--- src/rtl/acdm_pkg.sv ---
// Shared types, constants and coefficient tables of the downmix matrix.
`default_nettype none
package acdm_pkg;

	localparam int SAMPLE_W   = 24;
	localparam int ACC_W      = 32;
	localparam int MUL_A_W    = 26;
	localparam int COEF_W     = 18;
	localparam int PROD_W     = MUL_A_W + COEF_W;
	localparam int RND_W      = PROD_W - 16;
	localparam int NUM_LINES  = 7;
	localparam int LINE_W     = 3;
	localparam int MAX_CH     = 8;
	localparam int SLOT_W     = 3;
	localparam int NUM_OUTS   = 6;
	localparam int NUM_LABELS = 10;
	localparam int CFG_IDX_W  = 3;
	localparam int CFG_DATA_W = 32;
	localparam int DLY_W      = 10;
	localparam int ALPHA_W    = 17;

	localparam logic [CFG_IDX_W-1:0] REG_MIX_MODE    = 3'd0;
	localparam logic [CFG_IDX_W-1:0] REG_IN_CHANNELS = 3'd1;
	localparam logic [CFG_IDX_W-1:0] REG_CHANNEL_MAP = 3'd2;
	localparam logic [CFG_IDX_W-1:0] REG_HPH_ALPHA   = 3'd3;
	localparam logic [CFG_IDX_W-1:0] REG_DELAY_FRONT = 3'd4;
	localparam logic [CFG_IDX_W-1:0] REG_DELAY_SIDE  = 3'd5;
	localparam logic [CFG_IDX_W-1:0] REG_DELAY_REAR  = 3'd6;

	localparam logic [3:0] MODE_PASS = 4'd0;
	localparam logic [3:0] MODE_MONO = 4'd1;
	localparam logic [3:0] MODE_SHPH = 4'd10;

	localparam logic [LINE_W-1:0] LINE_NONE = 3'd7;
	localparam logic [1:0] DSEL_NONE  = 2'd0;
	localparam logic [1:0] DSEL_FRONT = 2'd1;
	localparam logic [1:0] DSEL_SIDE  = 2'd2;
	localparam logic [1:0] DSEL_REAR  = 2'd3;

	localparam logic [ALPHA_W-1:0] UNITY = 17'd65536;
	localparam logic [26:0] DIV3_RECIP = 27'd89478486;

	// Q.16 coefficients
	localparam logic signed [COEF_W-1:0] CK  = 18'sd46334;
	localparam logic signed [COEF_W-1:0] CB  = 18'sd38994;
	localparam logic signed [COEF_W-1:0] CC  = 18'sd30081;
	localparam logic signed [COEF_W-1:0] CH  = 18'sd32768;
	localparam logic signed [COEF_W-1:0] CU  = 18'sd65536;
	localparam logic signed [COEF_W-1:0] CS  = 18'sd56754;
	localparam logic signed [COEF_W-1:0] CT  = 18'sd6554;
	localparam logic signed [COEF_W-1:0] CZ  = 18'sd0;
	localparam logic signed [COEF_W-1:0] NCH = -18'sd32768;
	localparam logic signed [COEF_W-1:0] NCK = -18'sd46334;
	localparam logic signed [COEF_W-1:0] C_DECAY = 18'sd65529;
	localparam logic signed [COEF_W-1:0] C_BLEED = 18'sd3277;

	localparam logic signed [ACC_W-1:0] SAT_HI = 32'sd8388607;
	localparam logic signed [ACC_W-1:0] SAT_LO = -32'sd8388608;

	// Matrix modes 2..9: [mode-2][label][out]
	localparam logic signed [COEF_W-1:0] MTX_COEF [8][NUM_LABELS][NUM_OUTS] = '{
		'{ '{CK,CK,CZ,CZ,CZ,CZ}, '{CU,CZ,CZ,CZ,CZ,CZ}, '{CZ,CU,CZ,CZ,CZ,CZ},
		   '{CK,CK,CZ,CZ,CZ,CZ}, '{CU,CZ,CZ,CZ,CZ,CZ}, '{CZ,CU,CZ,CZ,CZ,CZ},
		   '{CK,CK,CZ,CZ,CZ,CZ}, '{CK,CK,CZ,CZ,CZ,CZ}, '{CU,CZ,CZ,CZ,CZ,CZ},
		   '{CZ,CU,CZ,CZ,CZ,CZ} },
		'{ '{CK,CK,CZ,CZ,CZ,CZ}, '{CU,CT,CZ,CZ,CZ,CZ}, '{CT,CU,CZ,CZ,CZ,CZ},
		   '{CK,CK,CZ,CZ,CZ,CZ}, '{CU,CT,CZ,CZ,CZ,CZ}, '{CT,CU,CZ,CZ,CZ,CZ},
		   '{CK,CK,CZ,CZ,CZ,CZ}, '{CK,CK,CZ,CZ,CZ,CZ}, '{CU,CT,CZ,CZ,CZ,CZ},
		   '{CT,CU,CZ,CZ,CZ,CZ} },
		'{ '{CK,CK,CZ,CZ,CZ,CZ}, '{CU,CZ,CZ,CZ,CZ,CZ}, '{CZ,CU,CZ,CZ,CZ,CZ},
		   '{CK,CK,CZ,CZ,CZ,CZ}, '{CZ,CZ,CU,CZ,CZ,CZ}, '{CZ,CZ,CU,CZ,CZ,CZ},
		   '{CZ,CZ,CU,CZ,CZ,CZ}, '{CB,CB,CB,CZ,CZ,CZ}, '{CK,CZ,CK,CZ,CZ,CZ},
		   '{CZ,CK,CK,CZ,CZ,CZ} },
		'{ '{CZ,CZ,CU,CZ,CZ,CZ}, '{CU,CZ,CZ,CZ,CZ,CZ}, '{CZ,CU,CZ,CZ,CZ,CZ},
		   '{CZ,CZ,CU,CZ,CZ,CZ}, '{CU,CZ,CZ,CZ,CZ,CZ}, '{CZ,CU,CZ,CZ,CZ,CZ},
		   '{CZ,CZ,CU,CZ,CZ,CZ}, '{CB,CB,CB,CZ,CZ,CZ}, '{CU,CZ,CZ,CZ,CZ,CZ},
		   '{CZ,CU,CZ,CZ,CZ,CZ} },
		'{ '{CZ,CZ,CZ,CU,CZ,CZ}, '{CU,CZ,CZ,CZ,CZ,CZ}, '{CZ,CU,CZ,CZ,CZ,CZ},
		   '{CZ,CZ,CZ,CU,CZ,CZ}, '{CZ,CZ,CU,CZ,CZ,CZ}, '{CZ,CZ,CU,CZ,CZ,CZ},
		   '{CZ,CZ,CU,CZ,CZ,CZ}, '{CH,CH,CH,CH,CZ,CZ}, '{CK,CZ,CK,CZ,CZ,CZ},
		   '{CZ,CK,CK,CZ,CZ,CZ} },
		'{ '{CK,CK,CZ,CZ,CZ,CZ}, '{CU,CZ,CZ,CZ,CZ,CZ}, '{CZ,CU,CZ,CZ,CZ,CZ},
		   '{CK,CK,CZ,CZ,CZ,CZ}, '{CZ,CZ,CU,CZ,CZ,CZ}, '{CZ,CZ,CZ,CU,CZ,CZ},
		   '{CZ,CZ,CK,CK,CZ,CZ}, '{CH,CH,CH,CH,CZ,CZ}, '{CK,CZ,CK,CZ,CZ,CZ},
		   '{CZ,CK,CZ,CK,CZ,CZ} },
		'{ '{CZ,CZ,CZ,CZ,CU,CZ}, '{CU,CZ,CZ,CZ,CZ,CZ}, '{CZ,CU,CZ,CZ,CZ,CZ},
		   '{CZ,CZ,CZ,CZ,CU,CZ}, '{CZ,CZ,CU,CZ,CZ,CZ}, '{CZ,CZ,CZ,CU,CZ,CZ},
		   '{CZ,CZ,CK,CK,CZ,CZ}, '{CC,CC,CC,CC,CC,CZ}, '{CK,CZ,CK,CZ,CZ,CZ},
		   '{CZ,CK,CZ,CK,CZ,CZ} },
		'{ '{CZ,CZ,CZ,CZ,CU,CZ}, '{CU,CZ,CZ,CZ,CZ,CZ}, '{CZ,CU,CZ,CZ,CZ,CZ},
		   '{CZ,CZ,CZ,CZ,CU,CZ}, '{CZ,CZ,CU,CZ,CZ,CZ}, '{CZ,CZ,CZ,CU,CZ,CZ},
		   '{CZ,CZ,CK,CK,CZ,CZ}, '{CZ,CZ,CZ,CZ,CZ,CU}, '{CK,CZ,CK,CZ,CZ,CZ},
		   '{CZ,CK,CZ,CK,CZ,CZ} }
	};

	// Surround headphone rows per label
	localparam logic signed [COEF_W-1:0] SHP_D0 [NUM_LABELS] =
		'{CK, CS, CZ, CK, CK, CZ, CZ, CK, CS, CZ};
	localparam logic signed [COEF_W-1:0] SHP_D1 [NUM_LABELS] =
		'{CK, CZ, CS, CK, CZ, CK, CZ, CK, CZ, CS};
	localparam logic signed [COEF_W-1:0] SHP_T0 [NUM_LABELS] =
		'{CZ, CZ, CH, CZ, CZ, NCH, CK, CZ, CZ, CH};
	localparam logic signed [COEF_W-1:0] SHP_T1 [NUM_LABELS] =
		'{CZ, CH, CZ, CZ, NCH, CZ, NCK, CZ, CH, CZ};
	localparam logic [LINE_W-1:0] SHP_LINE [NUM_LABELS] =
		'{3'd7, 3'd1, 3'd2, 3'd7, 3'd5, 3'd6, 3'd0, 3'd7, 3'd3, 3'd4};
	localparam logic [1:0] SHP_DSEL [NUM_LABELS] =
		'{2'd0, 2'd1, 2'd1, 2'd0, 2'd3, 2'd3, 2'd0, 2'd0, 2'd2, 2'd2};

	typedef enum logic [3:0] {
		MUL_MTX  = 4'd0,
		MUL_OLD  = 4'd1,
		MUL_T    = 4'd2,
		MUL_AX   = 4'd3,
		MUL_X05  = 4'd4,
		MUL_XR0  = 4'd5,
		MUL_DSR2 = 4'd6,
		MUL_XR1  = 4'd7,
		MUL_DSR3 = 4'd8
	} mul_op_t;

	typedef enum logic [2:0] {
		WB_NONE = 3'd0,
		WB_ACC  = 3'd1,
		WB_ADDX = 3'd2,
		WB_T    = 3'd3,
		WB_U    = 3'd4,
		WB_LINE = 3'd5,
		WB_DS   = 3'd6,
		WB_TAP  = 3'd7
	} wb_op_t;

	typedef enum logic [1:0] {
		RD_NONE = 2'd0,
		RD_OLD  = 2'd1,
		RD_TAP  = 2'd2
	} rd_op_t;

	typedef struct packed {
		logic [3:0]            mix_mode;
		logic [3:0]            in_channels;
		logic [31:0]           channel_map;
		logic [ALPHA_W-1:0]    hph_alpha;
		logic [DLY_W-1:0]      delay_front;
		logic [DLY_W-1:0]      delay_side;
		logic [DLY_W-1:0]      delay_rear;
	} cfg_t;

	typedef struct packed {
		logic        load;
		logic        clr;
		mul_op_t     mul;
		logic [2:0]  k;
		wb_op_t      wb;
		logic [2:0]  wb_k;
		rd_op_t      rd;
		logic        div1;
		logic        div2;
		logic        emit;
		logic        emit_last;
		logic        pass;
		logic        finish;
	} cmd_t;

	typedef struct packed {
		logic [3:0] mode;
		logic       label_ok;
		logic       line_none;
		logic       last;
		logic       out_free;
		logic       clr_done;
	} stat_t;

	function automatic logic [2:0] n_outs(input logic [3:0] mode);
		logic [2:0] r;
		unique case (mode)
			4'd2, 4'd3, 4'd10: r = 3'd2;
			4'd4, 4'd5:        r = 3'd3;
			4'd6, 4'd7:        r = 3'd4;
			4'd8:              r = 3'd5;
			4'd9:              r = 3'd6;
			default:           r = 3'd1;
		endcase
		return r;
	endfunction

	function automatic logic signed [SAMPLE_W-1:0] sat_s(input logic signed [ACC_W-1:0] v);
		logic signed [SAMPLE_W-1:0] r;
		if (v > SAT_HI)
			r = SAT_HI[SAMPLE_W-1:0];
		else if (v < SAT_LO)
			r = SAT_LO[SAMPLE_W-1:0];
		else
			r = v[SAMPLE_W-1:0];
		return r;
	endfunction

endpackage
`default_nettype wire

--- src/rtl/acdm_ctrl.sv ---
// Sequencer of the downmix matrix: steps the datapath through each sample.
`default_nettype none
module acdm_ctrl (
	input  logic              clk,
	input  logic              arst_n,
	input  logic              in_valid,
	output logic              in_ready,
	input  acdm_pkg::stat_t   stat,
	output acdm_pkg::cmd_t    cmd
);
	import acdm_pkg::*;

	typedef enum logic [24:0] {
		S_CLR     = 25'h0000001,
		S_IDLE    = 25'h0000002,
		S_DISP    = 25'h0000004,
		S_PASS    = 25'h0000008,
		S_MONO    = 25'h0000010,
		S_MTX     = 25'h0000020,
		S_MTX_END = 25'h0000040,
		S_HRD     = 25'h0000080,
		S_HM1     = 25'h0000100,
		S_HM2     = 25'h0000200,
		S_HM3     = 25'h0000400,
		S_HM4     = 25'h0000800,
		S_HM5     = 25'h0001000,
		S_HRD2    = 25'h0002000,
		S_HTAP    = 25'h0004000,
		S_HD0     = 25'h0008000,
		S_HD1     = 25'h0010000,
		S_HD2     = 25'h0020000,
		S_HD3     = 25'h0040000,
		S_HD4     = 25'h0080000,
		S_END     = 25'h0100000,
		S_DIV1    = 25'h0200000,
		S_DIV2    = 25'h0400000,
		S_EMIT    = 25'h0800000,
		S_FIN     = 25'h1000000
	} state_t;

	state_t     state_q, state_d;
	logic [2:0] k_q, k_d;
	logic [2:0] n_last;

	assign n_last   = n_outs(stat.mode) - 3'd1;
	assign in_ready = (state_q == S_IDLE);

	always_comb begin
		state_d = state_q;
		k_d     = k_q;
		cmd     = '0;
		unique case (state_q)
			S_CLR: begin
				cmd.clr = 1'b1;
				if (stat.clr_done)
					state_d = S_IDLE;
			end
			S_IDLE: begin
				if (in_valid) begin
					cmd.load = 1'b1;
					state_d  = S_DISP;
				end
			end
			S_DISP: begin
				k_d = 3'd0;
				if (stat.mode == MODE_PASS)
					state_d = S_PASS;
				else if (stat.mode == MODE_MONO)
					state_d = S_MONO;
				else if (!stat.label_ok)
					state_d = S_END;
				else if (stat.mode != MODE_SHPH)
					state_d = S_MTX;
				else if (stat.line_none)
					state_d = S_HD0;
				else
					state_d = S_HRD;
			end
			S_PASS: begin
				if (stat.out_free) begin
					cmd.pass = 1'b1;
					state_d  = S_FIN;
				end
			end
			S_MONO: begin
				cmd.wb  = WB_ADDX;
				state_d = S_END;
			end
			S_MTX: begin
				cmd.mul  = MUL_MTX;
				cmd.k    = k_q;
				cmd.wb_k = k_q - 3'd1;
				cmd.wb   = (k_q != 3'd0) ? WB_ACC : WB_NONE;
				if (k_q == 3'(NUM_OUTS - 1)) begin
					k_d     = 3'd0;
					state_d = S_MTX_END;
				end else begin
					k_d = k_q + 3'd1;
				end
			end
			S_MTX_END: begin
				cmd.wb   = WB_ACC;
				cmd.wb_k = 3'(NUM_OUTS - 1);
				state_d  = S_END;
			end
			S_HRD: begin
				cmd.rd  = RD_OLD;
				state_d = S_HM1;
			end
			S_HM1: begin
				cmd.mul = MUL_OLD;
				state_d = S_HM2;
			end
			S_HM2: begin
				cmd.wb  = WB_T;
				state_d = S_HM3;
			end
			S_HM3: begin
				cmd.mul = MUL_T;
				state_d = S_HM4;
			end
			S_HM4: begin
				cmd.wb  = WB_U;
				cmd.mul = MUL_AX;
				state_d = S_HM5;
			end
			S_HM5: begin
				cmd.wb  = WB_LINE;
				cmd.mul = MUL_X05;
				state_d = S_HRD2;
			end
			S_HRD2: begin
				cmd.wb  = WB_DS;
				cmd.rd  = RD_TAP;
				state_d = S_HTAP;
			end
			S_HTAP: begin
				cmd.wb  = WB_TAP;
				state_d = S_HD0;
			end
			S_HD0: begin
				cmd.mul = MUL_XR0;
				state_d = S_HD1;
			end
			S_HD1: begin
				cmd.wb   = WB_ACC;
				cmd.wb_k = 3'd0;
				cmd.mul  = MUL_DSR2;
				state_d  = S_HD2;
			end
			S_HD2: begin
				cmd.wb   = WB_ACC;
				cmd.wb_k = 3'd0;
				cmd.mul  = MUL_XR1;
				state_d  = S_HD3;
			end
			S_HD3: begin
				cmd.wb   = WB_ACC;
				cmd.wb_k = 3'd1;
				cmd.mul  = MUL_DSR3;
				state_d  = S_HD4;
			end
			S_HD4: begin
				cmd.wb   = WB_ACC;
				cmd.wb_k = 3'd1;
				state_d  = S_END;
			end
			S_END: begin
				k_d = 3'd0;
				if (!stat.last)
					state_d = S_FIN;
				else if (stat.mode == MODE_MONO)
					state_d = S_DIV1;
				else
					state_d = S_EMIT;
			end
			S_DIV1: begin
				cmd.div1 = 1'b1;
				state_d  = S_DIV2;
			end
			S_DIV2: begin
				cmd.div2 = 1'b1;
				state_d  = S_EMIT;
			end
			S_EMIT: begin
				cmd.k = k_q;
				if (stat.out_free) begin
					cmd.emit      = 1'b1;
					cmd.emit_last = (k_q == n_last);
					if (k_q == n_last) begin
						k_d     = 3'd0;
						state_d = S_FIN;
					end else begin
						k_d = k_q + 3'd1;
					end
				end
			end
			S_FIN: begin
				cmd.finish = 1'b1;
				state_d    = S_IDLE;
			end
			default: begin
				state_d = S_IDLE;
			end
		endcase
	end

	always_ff @(posedge clk or negedge arst_n) begin
		if (!arst_n) begin
			state_q <= S_CLR;
			k_q     <= 3'd0;
		end else begin
			state_q <= state_d;
			k_q     <= k_d;
		end
	end

endmodule
`default_nettype wire

--- config.mk ---
export PLATFORM = sky130hd
export DESIGN_NAME = acdm_ctrl
export DESIGN_NICKNAME = d
export VERILOG_FILES = /design/src/rtl/acdm_pkg.sv /design/src/rtl/acdm_ctrl.sv
export SDC_FILE = /design/constraint.sdc
export NUM_CORES = 1
export LEC_CHECK = 0
export BUFFER_PORTS_ARGS = -buffer_cell sky130_fd_sc_hd__buf_2
export CORE_MARGIN = 4
export CORE_UTILIZATION = 45
export DETAILED_ROUTE_END_ITERATION = 8
export PLACE_DENSITY = 0.66
export SLEW_MARGIN = 20
export SYNTH_ARGS = -nofsm -noshare
export SYNTH_HDL_FRONTEND = slang
export SYNTH_SLANG_ARGS = --single-unit
export TNS_END_PERCENT = 1
--- constraint.sdc ---
create_clock -name clk -period 6.5 [get_ports clk]
set_input_delay 1.3 -clock clk [delete_from_list [all_inputs] [get_ports clk]]
set_output_delay 1.3 -clock clk [all_outputs]
set_load 0.02 [all_outputs]
After elaboration in Yosys (flattened, before gate mapping)
Memories as Yosys holds them, arrays and structs flattened.
Cells that the tools add are included.

storage, ports and cells
  bits in registers = 28
  RAM bits = 0
  bits of input ports = 12
  latch bits = 0
  output and inout port bits = 24
  word-level logic and storage cells = 85
  memories kept = 1
  ROM bits = 48

cells by class
  equal/unequal tests = 35
  add/sub/neg operators = 3
  bitwise logic cells = 0
  magnitude comparators = 0
  div/mod/pow operators = 0
  shift-type cells = 0
  muxes and demuxes = 34
  $mul = 0
  reductions and logical operators = 10

memories
  name              depth  bits a word  rd ports  clocked after Yosys merged registers in  write ports  line             source
  (name not given)  16     3            1         0                                        0            acdm_pkg.sv:176  unique case (mode)

operators by type and width
  kind                                                               count
  25-bit case mux with 22 select lines                               1
  25-bit 2-to-1 mux                                                  7
  21-bit 2-to-1 mux                                                  3
  16-bit 2-to-1 mux                                                  2
  4-bit case mux with 8 select lines                                 1
  25-bit by 1-bit == test with 1-bit output, second input constant   1
  25-bit by 10-bit == test with 1-bit output, second input constant  1
  25-bit by 11-bit == test with 1-bit output, second input constant  1
  25-bit by 12-bit == test with 1-bit output, second input constant  1
  25-bit by 13-bit == test with 1-bit output, second input constant  1
  25-bit by 14-bit == test with 1-bit output, second input constant  1
  25-bit by 15-bit == test with 1-bit output, second input constant  1
  25-bit by 16-bit == test with 1-bit output, second input constant  1
  25-bit by 17-bit == test with 1-bit output, second input constant  1
  25-bit by 18-bit == test with 1-bit output, second input constant  1
  25-bit by 19-bit == test with 1-bit output, second input constant  1
  25-bit by 2-bit == test with 1-bit output, second input constant   1
  25-bit by 20-bit == test with 1-bit output, second input constant  1
  25-bit by 21-bit == test with 1-bit output, second input constant  1
  25-bit by 22-bit == test with 1-bit output, second input constant  1
  25-bit by 23-bit == test with 1-bit output, second input constant  1
  25-bit by 24-bit == test with 1-bit output, second input constant  1
  25-bit == test, second input constant                              1
  25-bit by 3-bit == test with 1-bit output, second input constant   1
  27 further kinds                                                   49

Logic depth before layout (Yosys ltp)
  depth after elaboration = 6
  mapped depth = 12
  gate-level depth less buffers = 12

Least setup slack after synthesis
OpenSTA, ideal clock, no wires.

  kind = input to output
  from = input stat[5] (netlist name)
  to = output cmd[2] (netlist name)
  arrival time = 3.013 ns
  stages on the path = 9
  buffers on the path = 0
  data required time = 5.200 ns
  slack = 2.187 ns
  path through = inv_1 -> ha_1 -> nand3b_1 -> a21boi_0 -> ha_1 -> xor2_1 -> xnor2_1 -> nor4_1 -> and3_1

RTL lines
  what         line            source
  from (decl)  acdm_ctrl.sv:8  input acdm_pkg::stat_t stat,
  to (decl)    acdm_ctrl.sv:9  output acdm_pkg::cmd_t cmd

==> run metrics <==
status finished, final reports clean; ratio of final minimum period to clock period 0.7183; Setup crit start kind primary input; ys flop type dfrtp_1; Max Freq 214.2 MHz; Rows 24; CTS resizes 0; ant diodes 0; hold-critical path depth 1; area delta synth->final 11.58%; Reg2Reg Setup Slack 3.72 ns; Hold-fix buffers, CTS 0; clock buffer count from CTS 3; I/O Pins 36; Nets 300; Post-route DRC 0; CTS Root Buffer Type clkbuf_8; CP arrival 3.37 ns; clock sink total 28; WS Path Type in2out; TritonCTS clock tree yes; vias in the first global route 1790; reg2reg end state_q[23]; Gate Count Post-Synth 245; hold_sp state_q[20]; Power Density 270.7 nW/um^2; antenna violations before repair 0; die height 76.06 um; Vias 1875; largest net degree at the start of global routing 29; total track usage 0.1741; Max Cap Viol 0; CP peak stage delay 0.46 ns; Max Slew Vio Count 0; EDFF count, synth 0; post-synthesis sequential area ratio 0.3367; # setup viols final 0; Post-Syn Nets 267; CP max stage cell nor4_1; First-pass DRT Iterations 4; WP data required 5.20 ns; Max VDD drop 0.1364 mV; min cycle time layout 4.669 ns; Leak 1.196 nW; worst-path maximum fanout 4; element type at the critical path end output pin; RSZ-0062 raised after global routing false; DRT Wirelength 4.966 mm; Clock Skew 0.005279 ns; Post-CTS Setup Repair Bufs 0; Final Hold Vio Count 0; remaining global-route overflow 0; Worst-Margin Slew 0.6755 ns; via density per instance 5.699; first-pass GRT wire length 8.487 mm; core area 4414 um^2; Initial Util 0.4722; H-tree Lvls 1; Slew headroom 0.5459; Syn Area/Cell 8.508 um^2; Die Area 5785 um^2; fin area 2326 um^2; Initial DRC Count 198; CP top delay family simple AND/OR/NAND/NOR gates; yosys warns 0; Post-DP Area 2271 um^2; Final GP Congestion 0.8154; Reg clk slew, reported paths 0.10 ns; hold endpoint state_q[22]; Final ANT Viol Nets 0; WL/cell 15.09 um; die extent in x 76.06 um; HP Class reg2reg; Post-synth ARST share 1.000; Buffers & Inverters on Critical Path 3; IO buf count 35; HPWL after detailed placement 3.901 mm; share of cells above drive strength 1 0.2094; TNS Setup 0 ns; clock tree buffer depth 2; FF-to-FF Start state_q[9]; flops & latches, synth 28; synth unique cells 60; Worst-Skew Late Latency 0.28 ns; worst-path cell chain buf_2 -> inv_1 -> ha_1 -> nand3b_1 -> a21boi_0 -> ha_1 -> xor2_1 -> xnor2_1 -> nor4_1 -> and3_1 -> buf_2; Register-to-Register Path Depth 7; Post-Syn Area 2084 um^2
==> where the power goes <==
group          total (W)  internal [W]  switching [W]
Clock           0.000111     0.0000543      0.0000569
Sequential      0.000217      0.000191      0.0000260
Combinational   0.000301      0.000109       0.000192
Total           0.000630      0.000354       0.000275
==> cells by family (layout without fill, tap and decap cells) <==
| group | Yosys count | count (layout) | synth area share |
|---|---|---|---|
| AND/OR/NAND/NOR | 137 | 137 | 0.3877 |
| AO/OA/AOI/OAI | 36 | 36 | 0.1165 |
| flip-flops | 28 | 28 | 0.3367 |
| buffers and inverters | 24 | 56 | 0.05642 |
| adder cells (fa/ha/maj) | 10 | 10 | 0.06002 |
| XOR/XNOR | 9 | 9 | 0.03781 |
| multiplexers | 1 | 1 | 0.004802 |
==> synth_stat cells, types with 2 or more instances <==
cell type / number / area share
nor3_1: 13 / 0.031
o22ai_1: 2 / 0.0060
nor4_1: 14 / 0.042
xor2_1: 4 / 0.017
nor2b_1: 2 / 0.0060
buf_6: 3 / 0.016
xnor2_1: 5 / 0.021
a21oi_1: 5 / 0.012
o21ai_0: 8 / 0.019
nor4b_1: 5 / 0.021
nand3_1: 6 / 0.014
or4_1: 4 / 0.014
nand4b_1: 5 / 0.021
inv_1: 17 / 0.031
and2_1: 2 / 0.0060
or3_1: 3 / 0.0090
o211ai_1: 3 / 0.011
o21ai_1: 3 / 0.0072
and3_1: 3 / 0.0090
nand2b_1: 7 / 0.021
or4_4: 3 / 0.016
clkbuf_1: 2 / 0.0036
and2_2: 2 / 0.0072
or2_2: 2 / 0.0060
nand3b_1: 3 / 0.011
a211o_1: 2 / 0.0084
nand4_1: 4 / 0.012
ha_1: 10 / 0.060
nand2_1: 20 / 0.036
dfrtp_1: 27 / 0.32
or4b_2: 2 / 0.0096
nor2_1: 26 / 0.047
==> flip-flops by register name (all words and copies together), names as in the netlist <==
signal / count
state_q: 25
k_q: 3
==> layer usage <==
layer  track usage  up-vias  wire length (um)
li1              -      957                 -
met1        0.2402      877              2367
met2        0.2825       37              2325
met3       0.02364        4               213
met4       0.05245        0                60
met5             0        -                 0
==> layout make-up <==
class                           instances  area (um^2)
Tap cell                               52        65.06
Sequential cell                        28        701.9
Inverter                               17        63.81
Timing Repair Buffer                   35        175.2
Fill cell                             435         2088
Clock buffer                            4        55.05
Multi-Input combinational cell        193         1265
==> worst register-to-register path: stages (launching register included) <==
cell	delay, ns
dfrtp_1	0.44
nor4_2	0.65
nand2_1	0.33
or3_1	0.60
a21oi_1	0.28
a211oi_1	0.13
o21ai_2	0.14
a211o_1	0.16
==> through the flow <==
step	hold slack, ns	worst slack, ns	total power (W)	util	std cells
final	0.5329	1.831	0.0006296	0.5269	329
after global routing	0.5716	1.655	0.0006797	0.5269	329
after CTS	0.5312	1.807	0.0006315	0.5269	329
after detailed placement	0.5128	1.808	0.0005203	0.5145	325
after global placement	0.5092	1.864	0.0005170	0.5145	325
after floorplan	0.4753	2.187	0.0004473	-	245
==> worst max-delay path by stage <==
stage	slack, ns	startpoint	to	depth (start not counted)
after floorplan	2.19	stat[5]	cmd[2]	9
after global placement	1.86	stat[6]	cmd[2]	11
after detailed placement	1.81	stat[6]	cmd[2]	11
after CTS	1.81	stat[6]	cmd[2]	11
after global routing	1.66	stat[6]	cmd[2]	11
final	1.83	stat[6]	cmd[2]	11
==> cells in the final DEF (no fill, tap or decap), drive strengths merged, types with 10 or more instances in the layout <==
cell   instances
inv           17
nor2          26
nor4          15
ha            10
nand2         21
buf           35
dfrtp         27
nor3          13
o21ai         12
No activity file was read; power rests on OpenSTA's default activity.
